$ cat src/design/ahfr_pkg.sv
// Shared types, constants and the hex digit decoder for the ASCII hex frame receiver.
package ahfr_pkg;

	localparam logic [7:0] CHAR_CR = 8'h0D;
	localparam logic OP_CHAR = 1'b0;
	localparam logic OP_IDLE = 1'b1;
	localparam logic [15:0] TIMEOUT_RESET = 16'd100;
	localparam logic REG_TIMEOUT = 1'b0;

	typedef struct packed {
		logic       op;
		logic [7:0] rx_char;
	} in_item_t;

	typedef struct packed {
		logic [7:0] frame_byte;
		logic [4:0] byte_index;
		logic [5:0] frame_length;
		logic       last;
	} out_item_t;

	typedef struct packed {
		logic wr_en;
		logic start;
	} buf_ctrl_t;

	typedef enum logic [1:0] {
		ST_IDLE,
		ST_READ,
		ST_LOAD
	} emit_state_t;

	function automatic logic [3:0] hex_nibble(input logic [7:0] c);
		logic [3:0] nib;
		case (c) inside
			[8'h30:8'h39]: nib = c[3:0];
			[8'h41:8'h46], [8'h61:8'h66]: nib = c[3:0] + 4'd9;
			default: nib = 4'd0;
		endcase
		return nib;
	endfunction

endpackage

$ cat src/design/ascii_hex_frame_receiver.sv
// Top level of the ASCII hex frame receiver: character intake, idle timer and config port.
//
// Input channel (in_valid/in_ready/in_data): each transfer is a received character
// (op = OP_CHAR) or an idle tick (op = OP_IDLE). Hex digits are packed two to a
// byte, high nibble first, into the frame memory; a CR closes the frame.
// Output channel (out_valid/out_ready/out_data): one transfer per frame byte, in
// order, with last set on the final byte. Frames with an odd nibble count or no
// bytes produce nothing.
// A closing CR starts emission: for each byte the sequencer first reads the
// frame memory (ST_READ) and then loads the output register (ST_LOAD); input
// is held off (in_ready low) until the last byte is in the output register.
// A stalled receiver holds the current byte in the output register and the
// sequencer waits; the final byte may still be waiting when the next
// character is taken.
// Reset clears the nibble count, idle timer and sequencer and loads
// timeout_ticks with 100. The frame memory is not cleared; only bytes written
// in the current frame are ever emitted.
// APB register at byte address 0: timeout_ticks (bits 15:0).
module ascii_hex_frame_receiver #(
	parameter int MAX_FRAME_BYTES = 32
) (
	input  logic                clk,
	input  logic                arst_n,
	input  logic                in_valid,
	output logic                in_ready,
	input  ahfr_pkg::in_item_t  in_data,
	output logic                out_valid,
	input  logic                out_ready,
	output ahfr_pkg::out_item_t out_data,
	input  logic                psel,
	input  logic                penable,
	input  logic                pwrite,
	input  logic [2:0]          paddr,
	input  logic [31:0]         pwdata,
	output logic [31:0]         prdata,
	output logic                pready
);
	import ahfr_pkg::*;

	localparam int AW = $clog2(MAX_FRAME_BYTES);
	localparam int LW = $clog2(MAX_FRAME_BYTES + 1);
	localparam int CW = $clog2(2 * MAX_FRAME_BYTES + 1);
	localparam logic [CW-1:0] COUNT_MAX = CW'(2 * MAX_FRAME_BYTES);

	logic [15:0] timeout_q;
	logic [15:0] idle_left_q;
	logic [CW-1:0] count_q;
	logic [3:0] hi_nib_q;
	logic [3:0] nib;
	logic in_fire;
	logic is_char;
	logic is_cr;
	logic busy;
	buf_ctrl_t ctrl;
	logic [AW-1:0] wr_addr;
	logic [7:0] wr_data;
	logic [LW-1:0] len;

	assign pready = 1'b1;
	assign prdata = (paddr[2] == REG_TIMEOUT) ? {16'd0, timeout_q} : 32'd0;

	always_ff @(posedge clk or negedge arst_n) begin
		if (!arst_n)
			timeout_q <= TIMEOUT_RESET;
		else if (psel && penable && pwrite && paddr[2] == REG_TIMEOUT)
			timeout_q <= pwdata[15:0];
	end

	assign in_ready = !busy;
	assign in_fire = in_valid && in_ready;
	assign is_char = in_data.op == OP_CHAR;
	assign is_cr = in_data.rx_char == CHAR_CR;
	assign nib = hex_nibble(in_data.rx_char);

	// odd count means the high nibble sits in hi_nib_q: write the whole byte
	assign ctrl.wr_en = in_fire && is_char && !is_cr && count_q[0];
	assign ctrl.start = in_fire && is_char && is_cr && !count_q[0] && count_q != '0;
	assign wr_addr = AW'(count_q >> 1);
	assign wr_data = {hi_nib_q, nib};
	assign len = LW'(count_q >> 1);

	always_ff @(posedge clk) begin
		if (in_fire && is_char && !is_cr && !count_q[0])
			hi_nib_q <= nib;
	end

	always_ff @(posedge clk or negedge arst_n) begin
		if (!arst_n) begin
			count_q <= '0;
			idle_left_q <= '0;
		end else if (in_fire) begin
			if (is_char) begin
				idle_left_q <= timeout_q;
				if (is_cr || count_q == COUNT_MAX)
					count_q <= '0;
				else
					count_q <= count_q + CW'(1);
			end else if (idle_left_q != '0) begin
				idle_left_q <= idle_left_q - 16'd1;
			end else begin
				// drop the partial frame
				count_q <= '0;
			end
		end
	end

	ahfr_frame_buf #(
		.MAX_FRAME_BYTES(MAX_FRAME_BYTES)
	) u_frame_buf (
		.clk(clk),
		.arst_n(arst_n),
		.ctrl(ctrl),
		.wr_addr(wr_addr),
		.wr_data(wr_data),
		.len(len),
		.busy(busy),
		.out_valid(out_valid),
		.out_ready(out_ready),
		.out_data(out_data)
	);

`ifndef NO_ASSERTIONS
	a_count_range: assert property (@(posedge clk) disable iff (!arst_n)
		count_q <= COUNT_MAX)
		else $error("nibble count beyond frame capacity");

	a_start_blocks_input: assert property (@(posedge clk) disable iff (!arst_n)
		ctrl.start |=> !in_ready)
		else $error("input taken while a frame is being emitted");

	a_midframe_holds_input: assert property (@(posedge clk) disable iff (!arst_n)
		out_valid && !out_data.last |-> !in_ready)
		else $error("input open before the last byte was loaded");

	a_no_write_while_busy: assert property (@(posedge clk) disable iff (!arst_n)
		busy |-> !ctrl.wr_en && !ctrl.start)
		else $error("frame memory touched during emission");
`endif

endmodule

$ cat src/design/ahfr_frame_buf.sv
// Frame byte memory with the emission sequencer and the output register.
module ahfr_frame_buf #(
	parameter int MAX_FRAME_BYTES = 32
) (
	input  logic                         clk,
	input  logic                         arst_n,
	input  ahfr_pkg::buf_ctrl_t          ctrl,
	input  logic [$clog2(MAX_FRAME_BYTES)-1:0]   wr_addr,
	input  logic [7:0]                   wr_data,
	input  logic [$clog2(MAX_FRAME_BYTES+1)-1:0] len,
	output logic                         busy,
	output logic                         out_valid,
	input  logic                         out_ready,
	output ahfr_pkg::out_item_t          out_data
);
	import ahfr_pkg::*;

	localparam int AW = $clog2(MAX_FRAME_BYTES);
	localparam int LW = $clog2(MAX_FRAME_BYTES + 1);

	logic [7:0] mem [MAX_FRAME_BYTES];
	logic [7:0] rd_data_q;
	emit_state_t state_q, state_nxt;
	logic [AW-1:0] k_q;
	logic [LW-1:0] len_q;
	logic out_valid_q;
	out_item_t out_data_q;
	logic load;
	logic is_last;

	assign is_last = (LW'(k_q) + LW'(1)) == len_q;
	assign busy = (state_q != ST_IDLE);
	assign out_valid = out_valid_q;
	assign out_data = out_data_q;

	always_ff @(posedge clk) begin
		if (ctrl.wr_en)
			mem[wr_addr] <= wr_data;
		rd_data_q <= mem[k_q];
	end

	always_ff @(posedge clk or negedge arst_n) begin
		if (!arst_n)
			state_q <= ST_IDLE;
		else
			state_q <= state_nxt;
	end

	always_comb begin
		state_nxt = state_q;
		load = 1'b0;
		case (state_q)
			ST_IDLE: begin
				if (ctrl.start)
					state_nxt = ST_READ;
			end
			ST_READ: state_nxt = ST_LOAD;
			ST_LOAD: begin
				// hold the byte until the output register frees up
				if (!out_valid_q || out_ready) begin
					load = 1'b1;
					state_nxt = is_last ? ST_IDLE : ST_READ;
				end
			end
			default: state_nxt = ST_IDLE;
		endcase
	end

	always_ff @(posedge clk or negedge arst_n) begin
		if (!arst_n) begin
			out_valid_q <= 1'b0;
			k_q <= '0;
			len_q <= '0;
		end else begin
			if (ctrl.start) begin
				k_q <= '0;
				len_q <= len;
			end else if (load) begin
				k_q <= k_q + AW'(1);
			end
			if (load)
				out_valid_q <= 1'b1;
			else if (out_ready)
				out_valid_q <= 1'b0;
		end
	end

	always_ff @(posedge clk) begin
		if (load) begin
			out_data_q.frame_byte <= rd_data_q;
			out_data_q.byte_index <= 5'(k_q);
			out_data_q.frame_length <= 6'(len_q);
			out_data_q.last <= is_last;
		end
	end

endmodule

$ cat config.mk
export PLATFORM = sky130hd
export DESIGN_NAME = ascii_hex_frame_receiver
export DESIGN_NICKNAME = d
export VERILOG_FILES = /design/src/design/ahfr_pkg.sv /design/src/design/ascii_hex_frame_receiver.sv /design/src/design/ahfr_frame_buf.sv
export SDC_FILE = /design/constraint.sdc
export NUM_CORES = 1
export LEC_CHECK = 0
export ABC_CLOCK_PERIOD_IN_PS = 6500
export BUFFER_PORTS_ARGS = -buffer_cell sky130_fd_sc_hd__buf_2
export CORE_MARGIN = 3
export CORE_UTILIZATION = 60
export CTS_CLUSTER_SIZE = 10
export DETAILED_ROUTE_END_ITERATION = 10
export GPL_ROUTABILITY_DRIVEN = 0
export PLACE_DENSITY_LB_ADDON = 0.15
export SYNTH_ARGS = -nofsm -noshare
export SYNTH_HDL_FRONTEND = slang
export SYNTH_HIERARCHICAL = 1
export SYNTH_SLANG_ARGS = --single-unit
$ cat constraint.sdc
create_clock -name clk -period 6.5 [get_ports clk]
set_input_delay 0.65 -clock clk [delete_from_list [all_inputs] [get_ports clk]]
set_output_delay 0.65 -clock clk [all_outputs]
set_load 0.01 [all_outputs]
# Word-level counts from Yosys, hierarchy flattened
# Memories as Yosys holds them, arrays and structs flattened. A register that Yosys moved wholly into a read port is not among the register bits.
# Cells that the tools add are included.
[classes] n_addsub=5 mul=0 n_div=0 order_cmp=6 n_eq_ne=9 n_shift=0 muxes=20 n_bitwise=2 n_reduce_logical=30
[ops] operator="2-to-1 mux 16 bit" count=3
[ops] operator="2-to-1 mux 7 bit" count=3
[ops] operator=">= comparator 8 x 7 -> 1 bit, second input constant" count=2
[ops] operator="less-or-equal comparator 8 x 7 -> 1 bit, second input constant" count=2
[ops] operator="nonzero test 16 bit" count=1
[ops] operator="subtractor 16 x 1 -> 16 bit, second input constant" count=1
[ops] operator="logical AND 1 bit" count=14
[ops] operator="2-to-1 mux 5 bit" count=2
[ops] operator="== test 8 x 4 -> 1 bit, second input constant" count=1
[ops] operator=">= comparator 8 x 6 -> 1 bit, second input constant" count=1
[ops] operator="less-or-equal comparator 8 x 6 -> 1 bit, second input constant" count=1
[ops] operator="2-to-1 mux 4 bit" count=2
[ops] operator="adder 7 x 1 -> 7 bit, second input constant" count=1
[ops] operator="== test 7 bit, second input constant" count=1
[ops] operator="2-to-1 mux 1 bit" count=7
[ops] operator="nonzero test 7 bit" count=1
[ops] operator="adder 5 x 1 -> 6 bit, second input constant" count=1
[ops] operator="== test 6 bit" count=1
[ops] operator="one-hot mux 2 bit (3 select lines)" count=1
[ops] operator="AND reduction 2 bit" count=3
[ops] operator="nonzero test 2 bit" count=3
[ops] operator="adder 5 x 1 -> 5 bit, second input constant" count=1
[ops] operator="adder 4 bit, second input constant" count=1
[ops] operator="logical NOT 1 bit" count=4
[ops] operator="9 further kinds" count=14
[totals] regBits=77 latchBits=0 ram_bits=256 rom_bits=0 output_inout_bits=55 word_cells=85 mem_count=1
[memory_table] memory="u_frame_buf.mem" words=32 width=8 read_ports=1 rd_clocked_by_memory_dff=1 write_ports=1 line_no="ahfr_frame_buf.sv:21" source="logic [7:0] mem [MAX_FRAME_BYTES];"

# Logic depth before layout (Yosys ltp)
# Gate-level depths: netlist of the first run.
[depth] ltp_word=9 ltp_mapped=8 mapped_depth_nobuf=7

# Modules after synthesis
# Netlist of the first run, hierarchy kept.
[by_module_without_submodules] module="ahfr_frame_buf" instances=1 cells_each=513 area_each_um2=11380.9
[by_module_without_submodules] module="ascii_hex_frame_receiver" instances=1 cells_each=266 area_each_um2=2625.0

# Least setup slack after synthesis of the first run
# OpenSTA, ideal clock, no wires.
[synth_timing] path_kind="input -> register" startpoint="in in_data[3] (netlist bit)" endpoint="reg hi_nib_q[2] (data pin)" arrival_ps=3026 slack_ps=3012 path_stages=4 cell_sequence="or4b_2 > nor3_1 > nand2_1 > o21ai_0"
[synth_between] elab_chain_cells=5
[synth_lines] item="start, declared" line_no="ascii_hex_frame_receiver.sv:26" source="input ahfr_pkg::in_item_t in_data,"
[synth_lines] item=">= comparator 8 x 7 -> 1 bit (not written as such) or less-or-equal comparator 8 x 7 -> 1 bit (tied branches)" line_no="ascii_hex_frame_receiver.sv:73" source="assign nib = hex_nibble(in_data.rx_char);"
[synth_lines] item="logical AND 1 bit (not written as such)" line_no="ascii_hex_frame_receiver.sv:73"
[synth_lines] item="OR reduction 2 bit" line_no="ahfr_pkg.sv:35" source="case (c) inside"
[synth_lines] item="2-to-1 mux 4 bit" line_no="ahfr_pkg.sv:35"
[synth_lines] item="2-to-1 mux 4 bit *" line_no="ahfr_pkg.sv:35"
[synth_lines] item="named net nib[2]" line_no="ascii_hex_frame_receiver.sv:49" source="logic [3:0] nib;"
[synth_lines] item="end signal, assigned" line_no="ascii_hex_frame_receiver.sv:84" source="hi_nib_q <= nib;"
[synth_lines] item="end, declared" line_no="ascii_hex_frame_receiver.sv:48" source="logic [3:0] hi_nib_q;"
# The timed path passes the listed nets; every way through them passes the cells marked *.
# A chain may end at the register's enable or synchronous reset.

==> results of run 1 <==
## layout make-up
type                            instances  area, um^2
Inverter                               15        56.3
Clock buffer                           62        1080
Multi-Input combinational cell        388        3830
Sequential cell                       341        9900
Fill cell                            1443        7070
Tap cell                              313         392
Timing Repair Buffer                   78         410
Clock inverter                          3        33.8
## registers in the layout, indices dropped and copies added (netlist names)
name / cells
timeout_q: 16
u_frame_buf/rd_data_q: 8
u_frame_buf/k_q: 5
idle_left_q: 16
hi_nib_q: 4
u_frame_buf/len_q: 6
count_q: 7
u_frame_buf/out_valid: 1
u_frame_buf/out_data: 20
u_frame_buf/mem: 256
u_frame_buf/state_q: 2
## logic make-up (layout without fill, tap and decap cells)
group,after synthesis,after routing,synth area share (%)
buffers and inverters,65,158,2.43
AO/OA/AOI/OAI,74,74,3.67
AND/OR/NAND/NOR,165,165,6.47
XOR/XNOR,12,12,0.750
flip-flops,341,341,70.7
other,2,17,0.0536
adder cells (fa/ha/maj),8,8,0.715
multiplexers,112,112,15.2
## worst max-delay path by stage
stage                                            start                                to  slack, ns  cells after the start
floorplan                                   in_data[3]             hi_nib_q[2]$_DFFE_PP_       3.01                      4
global placement                            in_data[8]   u_frame_buf/mem[0][7]$_DFFE_PP_       2.96                      6
detailed placement                          in_data[8]  u_frame_buf/mem[20][1]$_DFFE_PP_       2.91                      6
CTS                 u_frame_buf/state_q[1]$_DFFE_PN0P_  u_frame_buf/mem[20][2]$_DFFE_PP_       3.14                      6
global route        u_frame_buf/state_q[1]$_DFFE_PN0P_   u_frame_buf/mem[4][6]$_DFFE_PP_       2.98                      6
finish              u_frame_buf/state_q[1]$_DFFE_PN0P_   u_frame_buf/mem[4][1]$_DFFE_PP_       3.12                      6
## power by group
part	leakage [nW]	switching [mW]	internal, mW	total (mW)
logic	1.57	0.321	0.368	0.689
clock network	0.535	0.781	1.14	1.92
registers	3.30	0.148	2.46	2.61
total	5.40	1.25	3.97	5.22
## per-layer routing
metal  vias up  wire length, um  share of wire [%]
met3        46             2200                7.8
met1      3747            11900                 42
met5         -                0                  0
li1       3217                -                  -
met4         0              501                1.8
met2       385            13500                 48
## metrics by stage
stage | hold WS (ns) | cell area (um^2) | util [%] | total power, mW
after floorplan | 0.354 | 14100 | - | 3.15
after detailed placement | 0.389 | 14600 | 64.1 | 3.33
after global routing | 0.293 | 15700 | 69.0 | 5.43
after global placement | 0.394 | 14600 | 64.1 | 3.31
final | 0.249 | 15700 | 69.0 | 5.22
after CTS | 0.269 | 15700 | 69.0 | 5.26
## placed cells by master, fill, tap and decap left out, types with 3 or more instances in the layout
master,instances
o21ai_0,12
nor2_1,48
nand3b_1,5
nor4_1,5
dfrtp_1,48
xor2_1,5
clkbuf_1,22
and3_1,8
a22o_1,6
dfxtp_1,8
a2bb2oi_1,3
o311ai_0,3
clkbuf_16,40
nor3_1,8
a211oi_1,5
mux4_2,78
conb_1,17
or3b_1,4
a22oi_1,3
mux2i_1,4
mux2_2,30
a31oi_1,6
nand3_1,17
nand2b_1,6
a21oi_1,18
buf_4,8
inv_1,15
or3_1,3
nand2_1,21
dfstp_2,3
xnor2_1,7
buf_2,70
ha_1,8
edfxtp_1,280
o22ai_1,4
nor2b_1,23
==> impl_metrics.env, run 1 <==
export IMPL_netlist_area_um2=14000
export IMPL_cts_hold_buf=0
export IMPL_dp_slack_ns=2.91
export IMPL_cts_buffers=40
export IMPL_die_w_um=159
export IMPL_syn_to_final_growth_pct=12.2
export IMPL_cts_resized=0
export IMPL_r2r_start="u_frame_buf/state_q[1]$_DFFE_PN0P_"
export IMPL_drive_gt1_share_pct=28.0
export IMPL_synthTopCellsByArea="edfxtp_1 60%, mux4_2 13%, dfrtp_1 8.9%"
export IMPL_synthCells=779
export IMPL_synth_top_area_share_pct=60.0
export IMPL_ant_nets=0
export IMPL_gr_usage_met2_pct=35.4
export IMPL_first_iter_violations=716
export IMPL_use_met1_pct=34.0
export IMPL_hold_class="primary input to async pin"
export IMPL_grt_pass1_vias=7479
export IMPL_clk_latency_ns=0.52
export IMPL_ys_ff_latch=341
export IMPL_htreeDepth=2
export IMPL_grt_pass1_wl_um=44100
export IMPL_tns_ns=0
export IMPL_core_area_um2=22800
export IMPL_synth_most_common_cell="edfxtp_1"
export IMPL_reg2reg_setup_slack_ns=3.12
export IMPL_maxCapViolCount=0
export IMPL_yosys_top_cells_count="280 x edfxtp_1, 78 x mux4_2, 50 x dfrtp_1"
export IMPL_fmax_ghz=0.296
export IMPL_final_cells=1200
export IMPL_viasPerCell=6.16
export IMPL_post_route_min_period_ns=3.38
export IMPL_grt_max_degree=54
export IMPL_ys_flop_type="edfxtp_1"
export IMPL_netlist_top_cell_by_area="edfxtp_1"
export IMPL_yosysUniqueCellTypes=63
export IMPL_cts_tree="done"
export IMPL_routedWlPerCell_um=23.4
export IMPL_clockRootBuffer="clkbuf_16"
export IMPL_fp_dieH_um=159
export IMPL_worst_clock_skew_ns=0.0183
export IMPL_placedCellCount=1135
export IMPL_path_common_cell="nor2_1"
export IMPL_nets=923
export IMPL_clockBufferDepth=3
export IMPL_ff2ff_path_depth=6
export IMPL_ys_seq_area_share_pct=70.7
export IMPL_path_max_fanout=9
export IMPL_worst_setup_path_start_kind="flop"
export IMPL_io_pins=106
export IMPL_fin_crit_sh_pct=52.0
export IMPL_leakagePower_nw=5.40
export IMPL_ir_drop_mv=0.171
export IMPL_status="completed"
export IMPL_hold_viol=0
export IMPL_path_cells="or2_2 -> nor3b_4 -> a21bo_2 -> nor2_1 -> or3b_2 -> nor2_1"
export IMPL_grt_overflow=0
export IMPL_crit_family="simple AND/OR/NAND/NOR gates"
export IMPL_row_count=55
export IMPL_postCtsSetupBuffers=0
export IMPL_critPathBufInv=0
export IMPL_antenna_cells=0
export IMPL_fin_ws_ns=3.12
export IMPL_worstSetupPathType="flop to flop"
export IMPL_first_pass_iters=7
export IMPL_use_met3_pct=4.30
export IMPL_async_flop_share_pct=15.5
export IMPL_worst_pin_slew_ns=1.23
export IMPL_synth_edf_count=280
export IMPL_antenna_found_initial=0
export IMPL_cp_required_ns=6.64
export IMPL_avgSynthCellArea_um2=18.0
export IMPL_worstPathArrival_ns=3.52
export IMPL_cp_end_kind="flop"
export IMPL_hpwl_um=17000
export IMPL_fp_dieArea_um2=25200
export IMPL_reg2reg_to="u_frame_buf/mem[4][1]$_DFFE_PP_"
export IMPL_dr_total_vias=7395
export IMPL_relSlewSlack_pct=17.9
export IMPL_slew_viol_final=0
export IMPL_clock_sinks=341
export IMPL_pwr_density_cell_nw_per_um2=332
export IMPL_max_stage_delay_ns=0.69
export IMPL_yosys_warnings=6
export IMPL_io_buffers=70
export IMPL_wl_um=28100
export IMPL_grtUsageTotal_pct=22.8
export IMPL_cp_slowest_cell="nor2_1"
export IMPL_rsz0062_at_grt="false"
export IMPL_path_clk_slew_ns=0.06
export IMPL_start_util_pct=61.5
export IMPL_setup_violations=0
export IMPL_grt_busiest_layer="met2"
export IMPL_drc_errors=0
No activity file was read; power rests on OpenSTA's default activity.
==> inputs of run 2 (changes only) <==
- ABC_AREA: not set -> 1
- ABC_CLOCK_PERIOD_IN_PS: 6500 -> 3000
- CORE_UTILIZATION: 60 -> 54
- clock period: 6.5 -> 3 ns (I/O delays scaled with it)
==> run 2 against run 1 <==
Effect of this change:
- final cell count rose by 58%
- register-to-register slack worse by 2.7 ns
- clock skew increased by 0.0041 ns
- critical path depth up 5
- clock power is 120% higher
- utilization decreased by 6.6 points
- sequential share of layout area fell by 4.2 points
- flip-flop and latch count unchanged
==> impl_metrics.env, run 2 <==
export IMPL_power_switching_mw=5.33
export IMPL_cp_slowest_cell="dfrtp_1"
export IMPL_ant_nets=0
export IMPL_clockBufferDepth=3
export IMPL_grt_pass1_vias=9790
export IMPL_hp_start="pwdata[6]"
export IMPL_leakagePower_nw=6.80
export IMPL_fin_crit_sh_pct=84.8
export IMPL_synth_edf_count=280
export IMPL_relSlewSlack_pct=25.7
export IMPL_grt_max_degree=134
export IMPL_crit_family="simple AND/OR/NAND/NOR gates"
export IMPL_drive_gt1_share_pct=13.1
export IMPL_reg2reg_to="u_frame_buf/mem[8][3]$_DFFE_PP_"
export IMPL_ys_ff_latch=341
export IMPL_antenna_cells=0
export IMPL_nets=1594
export IMPL_first_iter_violations=965
export IMPL_rsz0062_at_grt="false"
export IMPL_netlist_area_um2=14800
export IMPL_max_stage_delay_ns=0.40
export IMPL_path_cells="nor2_1 -> inv_1 -> nor2_4 -> nand2_1 -> nor2_1 -> inv_1 -> nor2_1 -> nand3_1 -> buf_4 -> nor2_1 -> buf_4"
export IMPL_post_route_min_period_ns=2.54
export IMPL_fp_dieArea_um2=29500
export IMPL_ys_flop_type="edfxtp_1"
export IMPL_first_pass_iters=6
export IMPL_row_count=60
export IMPL_hpwl_um=20800
export IMPL_antenna_found_initial=0
export IMPL_clockRootBuffer="clkbuf_16"
export IMPL_gr_usage_met2_pct=37.4
export IMPL_p_clk_share_pct=28.7
export IMPL_startpoint="u_frame_buf/state_q[1]$_DFFE_PN0P_"
export IMPL_use_met3_pct=4.34
export IMPL_drc_errors=0
export IMPL_intPower_mw=9.56
export IMPL_path_max_fanout=8
export IMPL_routedWlPerCell_um=18.0
export IMPL_maxCapViolCount=0
export IMPL_synthTopCellsByArea="edfxtp_1 57%, nand2_1 11%, dfrtp_1 8.4%"
export IMPL_fin_util_pct=62.4
export IMPL_wl_um=34000
export IMPL_cp_required_ns=3.23
export IMPL_cts_hold_buf=2
export IMPL_slew_viol_final=0
export IMPL_grt_pass1_wl_um=53200
export IMPL_ir_drop_mv=0.691
export IMPL_grt_busiest_layer="met2"
export IMPL_core_area_um2=27000
export IMPL_final_common_cell="nand2_1"
export IMPL_critPathBufInv=4
export IMPL_worstSetupPathType="flop to flop"
export IMPL_htreeDepth=2
export IMPL_worst_clock_skew_ns=0.0224
export IMPL_path_clk_slew_ns=0.06
export IMPL_cts_tree="done"
export IMPL_synth_top_area_share_pct=56.6
export IMPL_syn_to_final_growth_pct=13.3
export IMPL_cts_buffers=40
export IMPL_pwr_share_comb_pct=31.4
export IMPL_setup_violations=0
export IMPL_worstPathArrival_ns=2.77
export IMPL_path_common_cell="nor2_1"
export IMPL_clock_sinks=341
export IMPL_grt_overflow=0
export IMPL_grtUsageTotal_pct=23.4
export IMPL_io_pins=106
export IMPL_tns_ns=0
export IMPL_async_flop_share_pct=15.5
export IMPL_avgSynthCellArea_um2=10.4
export IMPL_yosys_top_cells_count="435 x nand2_1, 280 x edfxtp_1, 231 x nand3_1"
export IMPL_postCtsSetupBuffers=0
export IMPL_clk_latency_ns=0.52
export IMPL_hold_end="timeout_q[6]$_DFFE_PN1P_"
export IMPL_largest_reg_flops=256
export IMPL_p_seq_share_pct=39.9
export IMPL_hold_viol=0
export IMPL_ys_seq_area_share_pct=66.7
export IMPL_io_buffers=70
export IMPL_synth_most_common_cell="nand2_1"
export IMPL_hold_class="primary input to flop"
export IMPL_cts_resized=0
export IMPL_viasPerCell=5.43
export IMPL_hold_depth=3
export IMPL_netlist_top_cell_by_area="edfxtp_1"
export IMPL_reg2reg_setup_slack_ns=0.46
export IMPL_use_met1_pct=33.5
export IMPL_status="completed"
export IMPL_fp_dieH_um=172
export IMPL_regMostFlops="u_frame_buf/mem"
export IMPL_fmax_ghz=0.393
export IMPL_num_fill_cells=2163
export IMPL_yosys_warnings=6
export IMPL_r2r_start="u_frame_buf/state_q[1]$_DFFE_PN0P_"
export IMPL_cp_end_kind="flop"
export IMPL_synthCells=1428
export IMPL_layout_common_cells="435 x nand2_1, 280 x edfxtp_1, 231 x nand3_1"
export IMPL_worst_setup_path_start_kind="flop"
export IMPL_die_w_um=172
export IMPL_pwr_density_cell_nw_per_um2=885
export IMPL_dr_total_vias=10275
export IMPL_yosysUniqueCellTypes=40
export IMPL_worst_pin_slew_ns=1.11
export IMPL_ff2ff_path_depth=11
export IMPL_start_util_pct=55.1
export IMPL_swShare_pct=35.8
-- run 2: how the worst max path moves through the flow --
stage	endpoint	slack, ns	cells past startpoint
finish	u_frame_buf/mem[8][3]$_DFFE_PP_	0.46	11
global route	u_frame_buf/mem[12][1]$_DFFE_PP_	0.14	11
CTS	u_frame_buf/mem[8][3]$_DFFE_PP_	0.44	11
detailed placement	u_frame_buf/mem[8][0]$_DFFE_PP_	0.44	11
global placement	u_frame_buf/mem[0][5]$_DFFE_PP_	0.43	11
floorplan	hi_nib_q[0]$_DFFE_PP_	0.42	5
-- run 2: per-stage QoR --
stage | setup WS, ns | hold slack, ns | instance area [um^2] | cells | power, mW
after floorplan | 0.418 | 0.00441 | 14900 | 1443 | 9.34
after global placement | 0.433 | 0.390 | 15700 | 1832 | 10.6
after detailed placement | 0.439 | 0.389 | 15700 | 1832 | 10.7
after CTS | 0.436 | 0.0117 | 16800 | 1894 | 15.0
after global routing | 0.141 | 0.0283 | 16800 | 1894 | 15.8
final | 0.457 | 0.0301 | 16800 | 1894 | 14.9
-- run 2: routing by layer --
| layer | routed length (um) | part of all wire (%) | vias up |
|---|---|---|---|
| met5 | 0 | 0 | - |
| met4 | 666 | 2.0 | 0 |
| li1 | - | - | 4989 |
| met3 | 2240 | 6.6 | 53 |
| met2 | 16000 | 47 | 330 |
| met1 | 15100 | 44 | 4903 |
-- run 2: logic make-up (layout without fill, tap and decap cells) --
logic type,after synthesis,count (layout),share of synthesized area [%]
AND/OR/NAND/NOR,827,827,23.6
adder cells (fa/ha/maj),8,8,0.674
buffers and inverters,165,275,5.66
AO/OA/AOI/OAI,78,78,2.92
other,2,17,0.0506
flip-flops,341,341,66.7
XOR/XNOR,7,7,0.413
-- run 2: power groups by stage --
stage	Clock, mW	Combinational, mW	Sequential (mW)
3_3_place_gp	0	4.58	6.02
3_5_place_dp	0	4.65	6.03
5_1_grt	4.53	5.23	6.00
6_report	4.27	4.68	5.94
2_1_floorplan	0	3.35	5.99
4_1_cts	4.35	4.67	5.94
-- run 2: worst reg2reg max path: cells and delay by family, from the launching register on --
family                 cells  cell delay (ns)
flip-flops                 1             0.40
buffers and inverters      4             0.63
AND/OR/NAND/NOR            7             1.23
-- run 2: cell type report --
cell class	instances	area [um^2]	share of cell area, %
multi-input combinational	937	4180	24.9
clock buffer	58	1110	6.61
sequential	341	9900	58.9
inverter	83	317	1.88
clock inverter	2	25.0	0.149
timing repair buffer	132	858	5.10
tap	341	427	2.54
==> inputs of run 3 (changes only) <==
- ABC_CLOCK_PERIOD_IN_PS: 3000 -> 2200
- clock period: 3 -> 2.2 ns (I/O delays scaled with it)
==> run 3 against run 2 <==
Effect of this change:
- register-to-register slack lost 0.32 ns
- count of clock-buffer cells in the layout grew 5
- non-clock buffer count grew 40
- critical path depth is the same
- worst hold slack gained 0.21 ns
- global-route usage grew 0.17 points
- design area grew 2.9%
- clock power grew 39%
- largest cell class unchanged
- largest power group unchanged
==> impl_metrics.env, run 3 (synthesis gave the netlist of run 2 again) <==
export IMPL_fmax_ghz=0.485
export IMPL_cp_slowest_cell="dfrtp_1"
export IMPL_post_route_min_period_ns=2.06
export IMPL_worst_clock_skew_ns=0.0118
export IMPL_regMostFlops="u_frame_buf/mem"
export IMPL_fp_dieH_um=172
export IMPL_io_buffers=70
export IMPL_place_area_um2=15900
export IMPL_hpwl_um=21900
export IMPL_top_layer="met4"
export IMPL_path_clk_slew_ns=0.06
export IMPL_max_stage_delay_ns=0.39
export IMPL_cp_required_ns=2.42
export IMPL_worstPathArrival_ns=2.28
export IMPL_rsz0062_at_grt="true"
export IMPL_worstSetupPathType="flop to flop"
export IMPL_slew_viol_final=0
export IMPL_first_pass_iters=5
export IMPL_core_area_um2=27000
export IMPL_clockRootBuffer="clkbuf_16"
export IMPL_fin_util_pct=64.2
export IMPL_start_util_pct=55.1
export IMPL_die_w_um=172
export IMPL_worst_pin_slew_ns=0.585
export IMPL_maxCapViolCount=0
export IMPL_dr_wl_met2_um=16800
export IMPL_pwr_density_cell_nw_per_um2=1200
export IMPL_worst_setup_path_start_kind="flop"
export IMPL_clockBufferDepth=3
export IMPL_clk_latency_ns=0.52
export IMPL_largest_reg_flops=256
export IMPL_ir_drop_mv=0.612
export IMPL_status="completed"
export IMPL_fin_crit_sh_pct=93.7
export IMPL_path_max_fanout=8
export IMPL_wl_met1_um=14900
export IMPL_layout_common_cells="435 x nand2_1, 280 x edfxtp_1, 231 x nand3_1"
export IMPL_row_count=60
export IMPL_antenna_cells=0
export IMPL_grtUsageTotal_pct=23.5
export IMPL_hold_class="primary input to async pin"
export IMPL_nets=1634
export IMPL_setup_violations=0
export IMPL_leakagePower_nw=7.03
export IMPL_relSlewSlack_pct=61.0
export IMPL_routedWlPerCell_um=17.9
export IMPL_grt_overflow=0
export IMPL_cp_end_kind="flop"
export IMPL_viasPerCell=5.37
export IMPL_antenna_found_initial=0
export IMPL_dr_total_vias=10415
export IMPL_final_common_cell="nand2_1"
export IMPL_ant_nets=0
export IMPL_cts_buffers=40
export IMPL_syn_to_final_growth_pct=16.6
export IMPL_num_fill_cells=2108
export IMPL_fp_dieArea_um2=29500
export IMPL_cts_tree="done"
export IMPL_first_iter_violations=976
export IMPL_path_cells="nor2_2 -> inv_1 -> nor2_4 -> nand2_1 -> nor2_2 -> inv_1 -> nor2_4 -> nand3_1 -> buf_4 -> nor2_1 -> buf_4"
export IMPL_fin_area_um2=17300
export IMPL_wl_met3_um=2120
export IMPL_grt_max_degree=66
export IMPL_grt_pass1_wl_um=53300
export IMPL_hold_viol=0
export IMPL_wl_um=34700
export IMPL_clock_sinks=341
export IMPL_grt_pass1_vias=9895
export IMPL_htreeDepth=2
export IMPL_drc_errors=0
export IMPL_drive_gt1_share_pct=14.7
export IMPL_io_pins=106
==> run 3: cell count changes in the layout (fill, tap and decap cells not counted), sizes merged <==
| cell | change |
|---|---|
| dlygate4sd3 | +16 |
| bufinv | +1 |
| inv | +1 |
| clkbuf | +5 |
| buf | +24 |
==> run 3: per-stage QoR <==
stage	std cells	hold slack [ns]	total power, mW	setup slack, ns	setup TNS, ns
3_3_place_gp	1856	0.252	14.8	-0.0510	-0.427
6_report	1941	0.243	20.8	0.139	0
5_1_grt	1941	0.244	22.0	-0.0399	-1.47
2_1_floorplan	1443	-0.0756	12.7	-0.156	-38.38
4_1_cts	1941	0.227	20.9	0.0260	0
3_5_place_dp	1856	0.255	14.9	-0.0307	-0.366
==> run 3: critical path, delay by kind of cell (launching register included) <==
family	cells	cell delay (ns)
buffers and inverters	4	0.55
AND/OR/NAND/NOR	7	0.82
flip-flops	1	0.39
==> run 3: final timing paths <==
path	start	endpoint	slack, ns	cells after the start
setup reg to reg	u_frame_buf/state_q[1]$_DFFE_PN0P_	u_frame_buf/mem[27][1]$_DFFE_PP_	0.14	11
min in group clk	in_data[8]	idle_left_q[12]$_DFFE_PN0P_	0.24	6
max in group asynchronous	arst_n	timeout_q[6]$_DFFE_PN1P_	1.32	3
hold / removal	arst_n	u_frame_buf/k_q[3]$_DFFE_PN0P_	0.24	2
setup / recovery	u_frame_buf/state_q[1]$_DFFE_PN0P_	u_frame_buf/mem[27][1]$_DFFE_PP_	0.14	11
hold reg to reg	u_frame_buf/rd_data_q[2]$_DFF_P_	u_frame_buf/out_data[14]$_DFFE_PP_	0.40	0
==> run 3: per-layer routing <==
layer	vias to the layer above	track usage [%]
met3	62	3.77
met1	4921	31.9
li1	5089	-
met5	-	0
met2	343	39.3
met4	0	7.71
==> run 3: final cells by class <==
cell class / instances / area (um^2) / area share, %
multi-input cells: 937 / 4200 / 24.3
repair buffers: 172 / 1300 / 7.49
flip-flops and latches: 341 / 9900 / 57.2
well taps: 341 / 427 / 2.46
clock inverters: 4 / 51.3 / 0.296
clock buffers: 63 / 1120 / 6.46
inverters: 83 / 317 / 1.83
==> run 3: repair_timing <==
action	in CTS	in global routing
resized for setup	1	9
endpoints found under the setup margin	20	256
gates cloned	0	0
hold endpoints to repair	39	0
buffers inserted	0	0
pin swaps	0	1
hold buffers	18	0
==> run 3: report_power, final <==
group,leakage [nW],internal (mW),switching (mW)
clock network,0.562,3.58,2.36
registers,3.22,7.65,0.446
logic,3.25,2.23,4.55
